File: src/hdl/bnr_pkg.sv
package bnr_pkg;

  // field widths of the stream items and registers
  localparam int ROW_W  = 9;
  localparam int COL_W  = 9;
  localparam int DATA_W = 32;
  localparam int GAIN_W = 17;
  localparam int CFG_W  = 9;
  localparam int FRAC_W = 16;

  // internal widths, sized for grids up to 4096 on a side
  localparam int DIFF_W = 13;              // signed distance along one axis
  localparam int SQ_W   = 23;              // one squared axis distance
  localparam int DIST_W = 24;              // squared distance to one notch
  localparam int P_W    = 2 * DIST_W;      // product of both squared distances
  localparam int R2_W   = 2 * CFG_W;       // radius squared
  localparam int R4_W   = 2 * R2_W;        // radius to the fourth
  localparam int SUM_W  = P_W + 1;         // divisor p + r^4

  localparam logic [GAIN_W-1:0] GAIN_ONE = GAIN_W'(1) << FRAC_W;

  // register reset values
  localparam logic [CFG_W-1:0]        CUTOFF_RST  = 9'd50;
  localparam logic signed [CFG_W-1:0] ROW_OFS_RST = 9'sd16;
  localparam logic signed [CFG_W-1:0] COL_OFS_RST = 9'sd81;

  // register indexes
  typedef enum logic [1:0] {
    CFG_CUTOFF  = 2'd0,
    CFG_ROW_OFS = 2'd1,
    CFG_COL_OFS = 2'd2
  } cfg_idx_t;

  typedef struct packed {
    logic [CFG_W-1:0]        cutoff;
    logic signed [CFG_W-1:0] row_ofs;
    logic signed [CFG_W-1:0] col_ofs;
  } cfg_t;

  typedef struct packed {
    logic [ROW_W-1:0]         row;
    logic [COL_W-1:0]         col;
    logic signed [DATA_W-1:0] re;
    logic signed [DATA_W-1:0] im;
  } bin_t;

  // distance stage to divider
  typedef struct packed {
    logic [P_W-1:0]           p;
    logic [SUM_W-1:0]         sden;
    logic                     zero;
    logic signed [DATA_W-1:0] re;
    logic signed [DATA_W-1:0] im;
  } quot_req_t;

  // divider to scaler
  typedef struct packed {
    logic [GAIN_W-1:0]        gain;
    logic signed [DATA_W-1:0] re;
    logic signed [DATA_W-1:0] im;
  } gain_req_t;

  typedef struct packed {
    logic signed [DATA_W-1:0] out_real;
    logic signed [DATA_W-1:0] out_imag;
    logic [GAIN_W-1:0]        gain;
  } res_t;

endpackage

File: src/hdl/bnr_scale.sv
module bnr_scale (
  input  logic               clk,
  input  logic               rst,
  input  logic               in_valid,
  output logic               in_ready,
  input  bnr_pkg::gain_req_t in_req,
  output logic               out_valid,
  input  logic               out_ready,
  output bnr_pkg::res_t      out_res
);
  import bnr_pkg::*;

  localparam int NST  = 2;
  localparam int PR_W = DATA_W + GAIN_W + 1;

  logic [NST-1:0] v;
  logic [NST-1:0] adv;
  logic signed [GAIN_W:0]   g_s;
  logic signed [PR_W-1:0]   prod_re, prod_im;
  logic [GAIN_W-1:0]        gain_q;
  res_t                     res;

  always_comb begin
    adv[NST-1] = !v[NST-1] || out_ready;
    adv[0]     = !v[0] || adv[1];
  end

  assign in_ready = adv[0];

  always_ff @(posedge clk) begin
    if (rst) begin
      v <= '0;
    end else begin
      if (adv[0]) v[0] <= in_valid;
      if (adv[1]) v[1] <= v[0];
    end
  end

  assign g_s = $signed({1'b0, in_req.gain});

  // stage 0: full products
  always_ff @(posedge clk) begin
    if (adv[0]) begin
      prod_re <= in_req.re * g_s;
      prod_im <= in_req.im * g_s;
      gain_q  <= in_req.gain;
    end
  end

  // stage 1: drop the fraction, rounding toward minus infinity
  always_ff @(posedge clk) begin
    if (adv[1]) begin
      res.out_real <= prod_re[FRAC_W +: DATA_W];
      res.out_imag <= prod_im[FRAC_W +: DATA_W];
      res.gain     <= gain_q;
    end
  end

  assign out_valid = v[NST-1];
  assign out_res   = res;

endmodule

File: config.mk
export PLATFORM = sky130hd
export DESIGN_NAME = bnr_scale
export DESIGN_NICKNAME = d
export VERILOG_FILES = /design/src/hdl/bnr_pkg.sv /design/src/hdl/bnr_scale.sv
export SDC_FILE = /design/constraint.sdc
export NUM_CORES = 2
export LEC_CHECK = 0
export CAP_MARGIN = 20
export CORE_MARGIN = 1
export CORE_UTILIZATION = 60
export CTS_BUF_LIST = sky130_fd_sc_hd__clkbuf_2 sky130_fd_sc_hd__clkbuf_4 sky130_fd_sc_hd__clkbuf_8
export CTS_CLUSTER_DIAMETER = 100
export DETAILED_ROUTE_END_ITERATION = 10
export DONT_BUFFER_PORTS = 1
export PLACE_DENSITY = 0.81
export SETUP_SLACK_MARGIN = 0.05
export SLEW_MARGIN = 10
export SYNTH_ARGS = -nofsm -noshare
export SYNTH_HDL_FRONTEND = slang
export SYNTH_SLANG_ARGS = --single-unit
File: constraint.sdc
create_clock -name clk -period 17.1 [get_ports clk]
set_input_delay 0 -clock clk [delete_from_list [all_inputs] [get_ports clk]]
set_output_delay 0 -clock clk [all_outputs]
set_load 0.02 [all_outputs]
### Yosys cells after proc, flatten, opt, wreduce, memory -nomap -nowiden

Cells that the tools add are included.

| word-level totals | value |
|---|---|
| flip-flop bits (word level) | 196 |
| output and inout bits | 83 |

| cells by class | value |
|---|---|
| multipliers | 2 |
| reduce and logical (&&, ||, !) cells | 4 |

Operators by type and width:

| kind | number |
|---|---|
| $mul 32x18->48 | 2 |
| $logic_not 1->1 | 2 |
| $logic_or 1x1->1 | 2 |

### Longest topological paths before layout

| logic depth | value |
|---|---|
| word-level depth | 3 |
| gate-level depth with buffers | 24 |

### Worst setup path after synthesis

OpenSTA, ideal clock, no wires.

| timing path | value |
|---|---|
| path type | input to register |
| from | input in_req[73] (netlist name) |
| to | register prod_re[47] (data pin) |
| setup time | 0.264 ns |
| data required time | 16.836 ns |
| arrival time | 5.882 ns |
| stages on the path | 22 |
| path slack | 10.954 ns |
| path buffers | 2 |
| cell sequence | clkbuf_1 > clkbuf_1 > nand2_1 > fa_1 > inv_1 > fa_1 > fa_1 > fa_1 > fa_1 > inv_1 > fa_1 > inv_1 > ha_1 > nand4_1 > or2_1 > or4_4 > o32ai_2 > o21ai_2 > a21o_1 > a211oi_1 > nor4_1 > xnor2_1 |

| between the ends | value |
|---|---|
| longest elaborated chain between the ends | 1 |

RTL lines:

| element | RTL line | source |
|---|---|---|
| start, declared | bnr_scale.sv:6 | `input bnr_pkg::gain_req_t in_req,` |
| $mul 32x18->48 | bnr_scale.sv:44 | `prod_re <= in_req.re * g_s;` |
| end signal, assigned | bnr_scale.sv:44 |  |
| end, declared | bnr_scale.sv:19 | `logic signed [PR_W-1:0] prod_re, prod_im;` |

No other way between the ends.
A chain may end at the register's enable or synchronous reset.

### Final worst setup path

| timing path | value |
|---|---|
| from | input in_req[67] (netlist name) |
| to | register prod_re[47] (data pin) |

Same word-level chain as after synthesis.

==> results.json <==
{
  "status": "finished, final reports clean",
  "die_width_microns": 264,
  "reg2reg_to": "v[0]",
  "drc": 0,
  "synth_most_common_cell": "inv_1",
  "grt_max_degree": 67,
  "fin_nets": 5422,
  "min_delay_worst_endpoint": "gain_q[10]",
  "grt_util_all_layers": 0.288,
  "cts_resized": 0,
  "drt_iter0_markers": 1633,
  "finalHoldViolCount": 0,
  "min_period_ns": 5.84,
  "cts_buffers": 17,
  "cp-end-kind": "register",
  "drv_slew": 0,
  "cp_max_fo": 65,
  "finalSetupTns_ns": 0,
  "synth_top_area_frac": 0.493,
  "firstDrtPassIters": 6,
  "relSlewSlack": 0.459,
  "use_met1": 0.346,
  "die_h_microns": 264,
  "diodes": 0,
  "syn2layout_area_growth_pct": 2.67,
  "synth-edff-count": 162,
  "ys_warn_count": 0,
  "finalCritPeriodShare": 0.341,
  "start_kind": "primary input",
  "maxCapViolCount": 0,
  "worst_clock_skew_ns": 0.0142,
  "synth_seq_cells": 164,
  "io_buffers": 0,
  "r2r_slack_ns": 14.79,
  "ys_seq_area_frac": 0.119,
  "cp_data_arrival_time_ns": 6.18,
  "hold_start": "in_req[74]",
  "reg2reg_depth": 5,
  "setup.worst_path.class": "primary input to register",
  "synth_common_cells": "1188 x inv_1, 1014 x fa_1, 619 x and2_1",
  "cp.required_ns": 17.44,
  "regToRegStartpoint": "v[1]",
  "synth_nets": 5554,
  "drive_gt1_frac": 0.0102,
  "synth.avg_cell_area_sq_um": 9.73,
  "clock_path_buffers": 2,
  "path_clk_slew_ns": 0.10,
  "htree_levels": 4,
  "syn_inst": 4235,
  "dpl.hpwl_microns": 69500,
  "grt_busiest_layer": "met2",
  "synth_ff_type": "edfxtp_1",
  "ant_nets": 0,
  "viasPerCell": 5.48,
  "grt_pass1_wl_microns": 156000,
  "ios": 168,
  "finalWirelength_microns": 92700,
  "rows": 95,
  "dp_slack_ns": 10.74,
  "gp_congestion": 0.878,
  "num_vias": 27300,
  "final_cells": 4989,
  "clockRootBuffer": "clkbuf_8",
  "grt_pass1_vias": 31000,
  "use_met2": 0.504,
  "use_met3": 0.0565,
  "synthArstFlopShare": 0,
  "worstSkewPairLatency_ns": 0.59,
  "start_util": 0.610,
  "setup-violations-final": 0,
  "syn_area_sq_um": 41200,
  "die-area_sq_um": 69700,
  "synth_cell_type_count": 52,
  "hold_class": "primary input to register",
  "synth.largest_area_cell": "fa_1",
  "route.detailed.wl_per_inst_microns": 18.6,
  "fmax_mhz": 171,
  "cts_tree": "built",
  "crit_start": "in_req[67]",
  "nFillCells": 5386,
  "overflow": 0,
  "coreArea_sq_um": 67500,
  "cts.sinks": 164,
  "layout_setup_ws_ns": 11.26,
  "antenna_found_initial": 1,
  "rsz0062_at_grt": "false",
  "holdPathStages": 1,
  "dp_cells": 4930,
  "yosys-top-cells-area": "fa_1 49%, edfxtp_1 12%, inv_1 11%",
  "tightestPinTransition_ns": 0.811
}
## layer usage
metal / up-vias / wire length, microns
li1: 11800 / -
met1: 14200 / 33800
met2: 1105 / 48100
met3: 262 / 6850
met4: 0 / 4040
met5: - / 0
## timing repair
action	4_1_cts	5_1_grt
setup buffers	0	0
endpoints found under the hold margin	19	0
hold buffers	27	0
## worst max path at each step
stage                     slack (ns)  depth (start not counted)           to
final                          11.26                         21  prod_re[47]
after global routing           10.92                         21  prod_re[47]
after CTS                      11.36                         21  prod_re[47]
after detailed placement       10.74                         21  prod_re[47]
after global placement         10.83                         21  prod_re[47]
after floorplan                10.95                         22  prod_re[47]
## critical path, stage by stage
cell and delay [ns]:
and2_1 0.16, fa_1 0.53, inv_1 0.05, fa_1 0.50
fa_1 0.52, inv_1 0.06, fa_1 0.49, fa_1 0.49
inv_1 0.05, fa_1 0.47, inv_1 0.04, ha_1 0.31
a211oi_1 0.32, o211ai_1 0.14, a211oi_1 0.60, o32ai_2 0.29
o21ai_2 0.23, a21o_1 0.25, a211oi_1 0.14, nor4_1 0.38
xnor2_1 0.11
## logic make-up (layout without fill, tap and decap cells)
| family | Yosys count | in the layout | share of synthesized area |
|---|---|---|---|
| compound gates | 151 | 151 | 0.0249 |
| xor+xnor | 86 | 86 | 0.0183 |
| fa+ha+maj | 1234 | 1234 | 0.559 |
| buf+inv | 1368 | 1249 | 0.125 |
| flops | 164 | 164 | 0.119 |
| simple gates | 1232 | 1232 | 0.154 |
## per-stage QoR
| step | utilization | hold WS (ns) | area (sq um) |
|---|---|---|---|
| global route | 0.627 | 0.0197 | 42300 |
| detailed placement | 0.617 | 0.0751 | 41600 |
| global placement | 0.617 | 0.0730 | 41600 |
| finish | 0.627 | 0.0507 | 42300 |
| floorplan | - | 0.0724 | 41200 |
| CTS | 0.627 | 0.00541 | 42300 |
## state kept, by name, summed over array words and instances, names as in the netlist
name,flops
gain_q,17
out_res,81
prod_im,32
prod_re,32
v,2
## cell usage in the layout (no fill, tap or decap), types with 27 or more instances in the layout
| cell type | count |
|---|---|
| nor2_1 | 47 |
| edfxtp_1 | 162 |
| inv_1 | 1187 |
| ha_1 | 220 |
| fa_1 | 1014 |
| xnor2_1 | 65 |
| dlygate4sd3_1 | 27 |
| nand2_1 | 494 |
| a21oi_1 | 47 |
| and2_1 | 619 |
## cell type report
type / count / area, sq um / share of cell area
Inverter: 1188 / 4460 / 0.105
Timing Repair Buffer: 29 / 285 / 0.00674
Tap cell: 873 / 1090 / 0.0258
Clock inverter: 15 / 155 / 0.00367
Clock buffer: 17 / 234 / 0.00553
Sequential cell: 164 / 4900 / 0.116
Multi-Input combinational cell: 2703 / 31200 / 0.737
Power is not shown: default switching activity piles up to over one toggle a cycle in this logic, so the estimate is an artifact.
