$ cat config.mk
export PLATFORM = sky130hd
export DESIGN_NAME = bnr_dist
export DESIGN_NICKNAME = d
export VERILOG_FILES = /design/src/hdl/bnr_pkg.sv /design/src/hdl/bnr_dist.sv
export SDC_FILE = /design/constraint.sdc
export NUM_CORES = 2
export LEC_CHECK = 0
export ABC_AREA = 1
export BUFFER_PORTS_ARGS = -buffer_cell sky130_fd_sc_hd__buf_2
export CORE_MARGIN = 4
export CORE_UTILIZATION = 56
export DETAILED_ROUTE_END_ITERATION = 12
export GPL_ROUTABILITY_DRIVEN = 0
export PLACE_DENSITY = 0.71
export SETUP_SLACK_MARGIN = 0.02
export SKIP_CTS_REPAIR_TIMING = 1
export SYNTH_ARGS = -nofsm -noshare
export SYNTH_HDL_FRONTEND = slang
export SYNTH_SLANG_ARGS = --single-unit
$ cat constraint.sdc
create_clock -name clk -period 14.5 [get_ports clk]
set_input_delay 2.175 -clock clk [delete_from_list [all_inputs] [get_ports clk]]
set_output_delay 2.175 -clock clk [all_outputs]
set_load 0.005 [all_outputs]
$ cat src/hdl/bnr_pkg.sv
package bnr_pkg;

  // field widths of the stream items and registers
  localparam int ROW_W  = 9;
  localparam int COL_W  = 9;
  localparam int DATA_W = 32;
  localparam int GAIN_W = 17;
  localparam int CFG_W  = 9;
  localparam int FRAC_W = 16;

  // internal widths, sized for grids up to 4096 on a side
  localparam int DIFF_W = 13;              // signed distance along one axis
  localparam int SQ_W   = 23;              // one squared axis distance
  localparam int DIST_W = 24;              // squared distance to one notch
  localparam int P_W    = 2 * DIST_W;      // product of both squared distances
  localparam int R2_W   = 2 * CFG_W;       // radius squared
  localparam int R4_W   = 2 * R2_W;        // radius to the fourth
  localparam int SUM_W  = P_W + 1;         // divisor p + r^4

  localparam logic [GAIN_W-1:0] GAIN_ONE = GAIN_W'(1) << FRAC_W;

  // register reset values
  localparam logic [CFG_W-1:0]        CUTOFF_RST  = 9'd50;
  localparam logic signed [CFG_W-1:0] ROW_OFS_RST = 9'sd16;
  localparam logic signed [CFG_W-1:0] COL_OFS_RST = 9'sd81;

  // register indexes
  typedef enum logic [1:0] {
    CFG_CUTOFF  = 2'd0,
    CFG_ROW_OFS = 2'd1,
    CFG_COL_OFS = 2'd2
  } cfg_idx_t;

  typedef struct packed {
    logic [CFG_W-1:0]        cutoff;
    logic signed [CFG_W-1:0] row_ofs;
    logic signed [CFG_W-1:0] col_ofs;
  } cfg_t;

  typedef struct packed {
    logic [ROW_W-1:0]         row;
    logic [COL_W-1:0]         col;
    logic signed [DATA_W-1:0] re;
    logic signed [DATA_W-1:0] im;
  } bin_t;

  // distance stage to divider
  typedef struct packed {
    logic [P_W-1:0]           p;
    logic [SUM_W-1:0]         sden;
    logic                     zero;
    logic signed [DATA_W-1:0] re;
    logic signed [DATA_W-1:0] im;
  } quot_req_t;

  // divider to scaler
  typedef struct packed {
    logic [GAIN_W-1:0]        gain;
    logic signed [DATA_W-1:0] re;
    logic signed [DATA_W-1:0] im;
  } gain_req_t;

  typedef struct packed {
    logic signed [DATA_W-1:0] out_real;
    logic signed [DATA_W-1:0] out_imag;
    logic [GAIN_W-1:0]        gain;
  } res_t;

endpackage

$ cat src/hdl/bnr_dist.sv
module bnr_dist #(
  parameter int GRID_ROWS = 512,
  parameter int GRID_COLS = 512
) (
  input  logic               clk,
  input  logic               rst,
  input  bnr_pkg::cfg_t      cfg,
  input  logic               in_valid,
  output logic               in_ready,
  input  bnr_pkg::bin_t      in_bin,
  output logic               out_valid,
  input  logic               out_ready,
  output bnr_pkg::quot_req_t out_req
);
  import bnr_pkg::*;

  localparam int NST = 5;
  localparam logic signed [DIFF_W-1:0] ROW_CTR = DIFF_W'(GRID_ROWS / 2);
  localparam logic signed [DIFF_W-1:0] COL_CTR = DIFF_W'(GRID_COLS / 2);

  logic [NST-1:0] v;
  logic [NST-1:0] adv;

  logic signed [DIFF_W-1:0] r, c, ru, cv;
  logic signed [DIFF_W-1:0] a1, b1, a2, b2;
  logic signed [2*DIFF_W-1:0] m_a1, m_b1, m_a2, m_b2;
  logic [SQ_W-1:0]   sq_a1, sq_b1, sq_a2, sq_b2;
  logic [DIST_W-1:0] d1, d2;
  logic [P_W-1:0]    p;
  logic [R2_W-1:0]   r2;
  logic [R4_W-1:0]   r4;
  logic signed [DATA_W-1:0] re_q [NST-1];
  logic signed [DATA_W-1:0] im_q [NST-1];
  quot_req_t req;

  // bubble-collapsing stage enables
  always_comb begin
    adv[NST-1] = !v[NST-1] || out_ready;
    for (int i = NST - 2; i >= 0; i--) begin
      adv[i] = !v[i] || adv[i+1];
    end
  end

  assign in_ready = adv[0];

  always_ff @(posedge clk) begin
    if (rst) begin
      v <= '0;
    end else begin
      if (adv[0]) v[0] <= in_valid;
      for (int i = 1; i < NST; i++) begin
        if (adv[i]) v[i] <= v[i-1];
      end
    end
  end

  // radius to the fourth, follows the register
  always_ff @(posedge clk) begin
    r2 <= cfg.cutoff * cfg.cutoff;
    r4 <= r2 * r2;
  end

  // offsets from the grid center
  assign r  = $signed(DIFF_W'(in_bin.row)) - ROW_CTR;
  assign c  = $signed(DIFF_W'(in_bin.col)) - COL_CTR;
  assign ru = $signed({{(DIFF_W-CFG_W){cfg.row_ofs[CFG_W-1]}}, cfg.row_ofs});
  assign cv = $signed({{(DIFF_W-CFG_W){cfg.col_ofs[CFG_W-1]}}, cfg.col_ofs});

  assign m_a1 = a1 * a1;
  assign m_b1 = b1 * b1;
  assign m_a2 = a2 * a2;
  assign m_b2 = b2 * b2;

  // stage 0: axis distances to both notch centers
  always_ff @(posedge clk) begin
    if (adv[0]) begin
      a1 <= r - ru;
      b1 <= c - cv;
      a2 <= r + ru;
      b2 <= c + cv;
      re_q[0] <= in_bin.re;
      im_q[0] <= in_bin.im;
    end
  end

  // stage 1: squares
  always_ff @(posedge clk) begin
    if (adv[1]) begin
      sq_a1 <= m_a1[SQ_W-1:0];
      sq_b1 <= m_b1[SQ_W-1:0];
      sq_a2 <= m_a2[SQ_W-1:0];
      sq_b2 <= m_b2[SQ_W-1:0];
      re_q[1] <= re_q[0];
      im_q[1] <= im_q[0];
    end
  end

  // stage 2: squared distances
  always_ff @(posedge clk) begin
    if (adv[2]) begin
      d1 <= DIST_W'(sq_a1) + DIST_W'(sq_b1);
      d2 <= DIST_W'(sq_a2) + DIST_W'(sq_b2);
      re_q[2] <= re_q[1];
      im_q[2] <= im_q[1];
    end
  end

  // stage 3: product of both distances
  always_ff @(posedge clk) begin
    if (adv[3]) begin
      p <= d1 * d2;
      re_q[3] <= re_q[2];
      im_q[3] <= im_q[2];
    end
  end

  // stage 4: divisor and on-notch flag
  always_ff @(posedge clk) begin
    if (adv[4]) begin
      req.p    <= p;
      req.sden <= SUM_W'(p) + SUM_W'(r4);
      req.zero <= (p == '0);
      req.re   <= re_q[3];
      req.im   <= im_q[3];
    end
  end

  assign out_valid = v[NST-1];
  assign out_req   = req;

endmodule

Yosys cells after proc, flatten, opt, wreduce, memory -nomap -nowiden
Memories as Yosys holds them, arrays and structs flattened. A register that Yosys moved wholly into a read port is not among the register bits.
Index checks and enable logic that the tools add are counted.
Operators by class
  reduce and logical (&&, ||, !) cells: 11
  multiplexer cells: 8
  add/subtract/negate cells: 9
  multiply operators: 7
Operators with widths (count)
  multiplier 11 x 11 -> 22 bit: 4
  adder 48 x 36 -> 49 bit: 1
  adder 23 x 23 -> 24 bit: 2
  zero test 48 bit: 1
  multiplier 24 x 24 -> 48 bit: 1
  multiplier 18 x 18 -> 36 bit: 1
  adder 10 x 9 -> 11 bit: 2
  subtractor 10 x 9 -> 11 bit: 2
  subtractor 9 x 9 -> 10 bit (second input constant): 2
  multiplier 9 x 9 -> 18 bit: 1
  2-to-1 mux 1 bit: 8
  zero test 1 bit: 5
  logical OR 1 bit: 5
Storage, ports and cells
  bits in writable memories: 256
  logic and storage cells: 58
  input bits: 113
  register bits: 389
  memories kept: 2
Memory list
  im_q: depth 4, bits a word 32, read ports 4, clocked after memory_dff 1, wr ports 4, RTL line bnr_dist.sv:33  | logic signed [DATA_W-1:0] im_q [NST-1];
  re_q: depth 4, bits a word 32, read ports 4, clocked after memory_dff 1, wr ports 4, RTL line bnr_dist.sv:32  | logic signed [DATA_W-1:0] re_q [NST-1];

Longest topological paths before layout
  depth after elaboration: 8
  depth in mapped cells: 30
  gate-level depth less buffers: 28

Worst setup path after synthesis
Ideal clock, no wire load.
  path kind: input to output
  start: in out_ready
  end: out in_ready
  slack: 1657 ps
  data arrival time: 10668 ps
  stages: 6
  path buffers: 0
  cell sequence: nor2_1 > inv_1 > nor2_1 > nand2_1 > nor2_1 > nand2_1
On the way
  longest elaborated chain between the ends: 5
RTL lines
  from (decl): RTL line bnr_dist.sv:12  | input logic out_ready,
  logical OR 1 bit: RTL line bnr_dist.sv:38  | adv[NST-1] = !v[NST-1] || out_ready;
  net adv[4]: RTL line bnr_dist.sv:22  | logic [NST-1:0] adv;
  logical OR 1 bit (2 in series): RTL line bnr_dist.sv:40  | adv[i] = !v[i] || adv[i+1];
  net adv[2]: RTL line bnr_dist.sv:22
  logical OR 1 bit (2 in series): RTL line bnr_dist.sv:40
  to (decl): RTL line bnr_dist.sv:9  | output logic in_ready,
The timed path passes the listed nets, and every way through them passes these cells.

Final worst setup path
Same ends and word-level chain as after synthesis.

==> metrics.csv <==
metric,value,unit
status,"complete, no violations",
#FFs+latches synth,691,
cts bufs inserted,74,
drt via density,5.10,
Die Span Y,381,um
Synth Area per Inst,8.76,um2
worst endpoint required time,12.32,ns
final setup fails,0,
Crit. End Element,output port,
DRT Pass-1 Iters,9,
most numerous cell in the Yosys netlist,inv_1,
Final Hold Fails,0,
core area,138000,um2
register area share after synthesis,25.9,%
crit share post-route,50.9,%
largest cells by area after synthesis,"fa_1 (29%), edfxtp_1 (24%), inv_1 (12%)",
layout cell share with drive strength beyond 1,6.09,%
Initial Utilization,56.5,%
Fin Hold WS,0.387,ns
Post-Syn Area,77800,um2
async set-reset flop share out of synthesis,0,%
CP Launch Type,primary input,
total placed cells including tap cells,10800,
Wirelength per Cell,16.5,um
Post-synth EDFFs,634,
RSZ-0062 raised after global routing,false,
port bufs,275,
Final Max Tran Viols,0,
drt total wl,180000,um
Final Net Count,11000,
clk_lat worst skew,0.72,ns
Std-Cell Rows,136,
largest net degree at the start of global routing,87,
Fillers,11700,
Max H-tree Level,3,
share of the synthesized area in the top cell type,29.3,%
Tmin final,7.38,ns
Synth top cells by count,"inv_1 (2583), nand2_1 (2244), fa_1 (1138)",
post-route ant nets,0,
first-pass GRT wire length,297000,um
total grt overflow,0,
DP Area,81000,um2
Final Instance Area,83500,um2
full die area,145000,um2
CTS tree,built,
vias,55800,
Hold Crit Class,flop to flop,
Layout Cells excl Fill,10900,
Synth cell types,45,
setup TNS,0,ns
Yosys Warn Count,0,
max cap viols,0,
post-synthesis cell count,8886,
synthesis-to-finish area growth,7.26,%
Root Driver,clkbuf_16,
Critical Path Fanout Max,86,
detailed placement HPWL,145000,um
Worst slew margin,6.58,%
"Reg clk slew, reported paths",0.06,ns
I/O pins,277,
DR iter-0 viols,4131,
Die X,381,um
GRT Total Usage,25.4,%
"Top FF cell, synth",edfxtp_1,
Setup CP Type,primary input to output port,
# DRC,0,
Peak Freq,0.135,GHz
Worst Skew,0.0719,ns
number of global-route vias before repair,58200,
"area leader, netlist",fa_1,
worst-margin pin slew,1.40,ns
Clock Path Buffers,3,
Clock Sinks,691,
antenna violations before repair,2,
crit path DAT,5.21,ns
## cells in the final DEF, fill, tap and decap left out, types with 30 or more instances in the layout
cell / netlist / routed
inv_1: 2583 / 2580
nand2_1: 2244 / 2242
fa_1: 1138 / 1138
edfxtp_1: 634 / 634
ha_1: 632 / 632
nor2_1: 287 / 287
buf_2: 5 / 275
a21oi_1: 239 / 239
nand3_1: 189 / 189
xor2_1: 170 / 170
o21ai_0: 93 / 93
nand4_1: 74 / 74
clkbuf_16: 0 / 74
dfxtp_1: 57 / 57
xnor2_1: 53 / 53
a21o_1: 34 / 34
nor3_1: 33 / 33
buf_4: 1 / 32
nand2_2: 30 / 30
or2_2: 30 / 30
## flip-flops by register name (all words and copies together), names as in the netlist, 17 cells and up
name / cells
sq_a2: 20
r4: 35
d2: 24
re_q: 128
d1: 22
im_q: 128
r2: 17
sq_a1: 21
out_req: 161
p: 47
sq_b2: 20
sq_b1: 21
## cells by family after synthesis
logic type,share of synthesized area (%)
and+or+nand+nor,15.7
buffers and inverters,13.5
adders and majority gates,39.4
DFF,25.9
AOI/OAI and AO/OA,2.95
xor gates and xnor gates,2.51
other,0.00482
## through the flow
| stage | utilization, % | worst slack, ns |
|---|---|---|
| 2_1_floorplan | - | 1.66 |
| 3_3_place_gp | 58.8 | 7.15 |
| 3_5_place_dp | 58.8 | 7.09 |
| 4_1_cts | 60.6 | 7.03 |
| 5_1_grt | 60.6 | 6.86 |
| 6_report | 60.6 | 7.12 |
## per-layer routing
layer / track usage (%) / vias up / part of all wire (%)
met2: 42.8 / 1928 / 48
met3: 4.51 / 406 / 7.1
met4: 8.59 / 0 / 3.8
met5: 0 / - / 0
met1: 33.3 / 26900 / 41
li1: - / 26500 / -
## worst max-delay path: stages
cell and delay, ns:
buf_2 0.10, nor2_1 0.25, inv_6 0.33, nor2_1 0.41, nand2_4 0.42, nor2_1 0.53, nand2_4 0.58, buf_2 0.34
## area by class of cell
type	count	area, um2	area share (%)
sequential	691	20200	24.2
multi-input combinational	5397	47200	56.5
inverter	2601	9780	11.7
clock inverter	42	572	0.685
clock buffer	91	1940	2.32
timing repair buffer	307	1620	1.94
tap	1794	2240	2.69
antenna	3	7.51	0.00899
## final timing paths
| path | to | start | cells after the start | slack (ns) |
|---|---|---|---|---|
| worst min-delay path | re_q[3][14] | re_q[2][14] | 0 | 0.39 |
| worst min register to register | re_q[3][14] | re_q[2][14] | 0 | 0.39 |
| worst max register to register | p[47] | d2[10] | 23 | 7.50 |
| worst max-delay path | in_ready | out_ready | 8 | 7.12 |
Power is left out: the tool's default activity adds up to more than one toggle a clock period on the data nets, which glitch-free logic cannot reach.
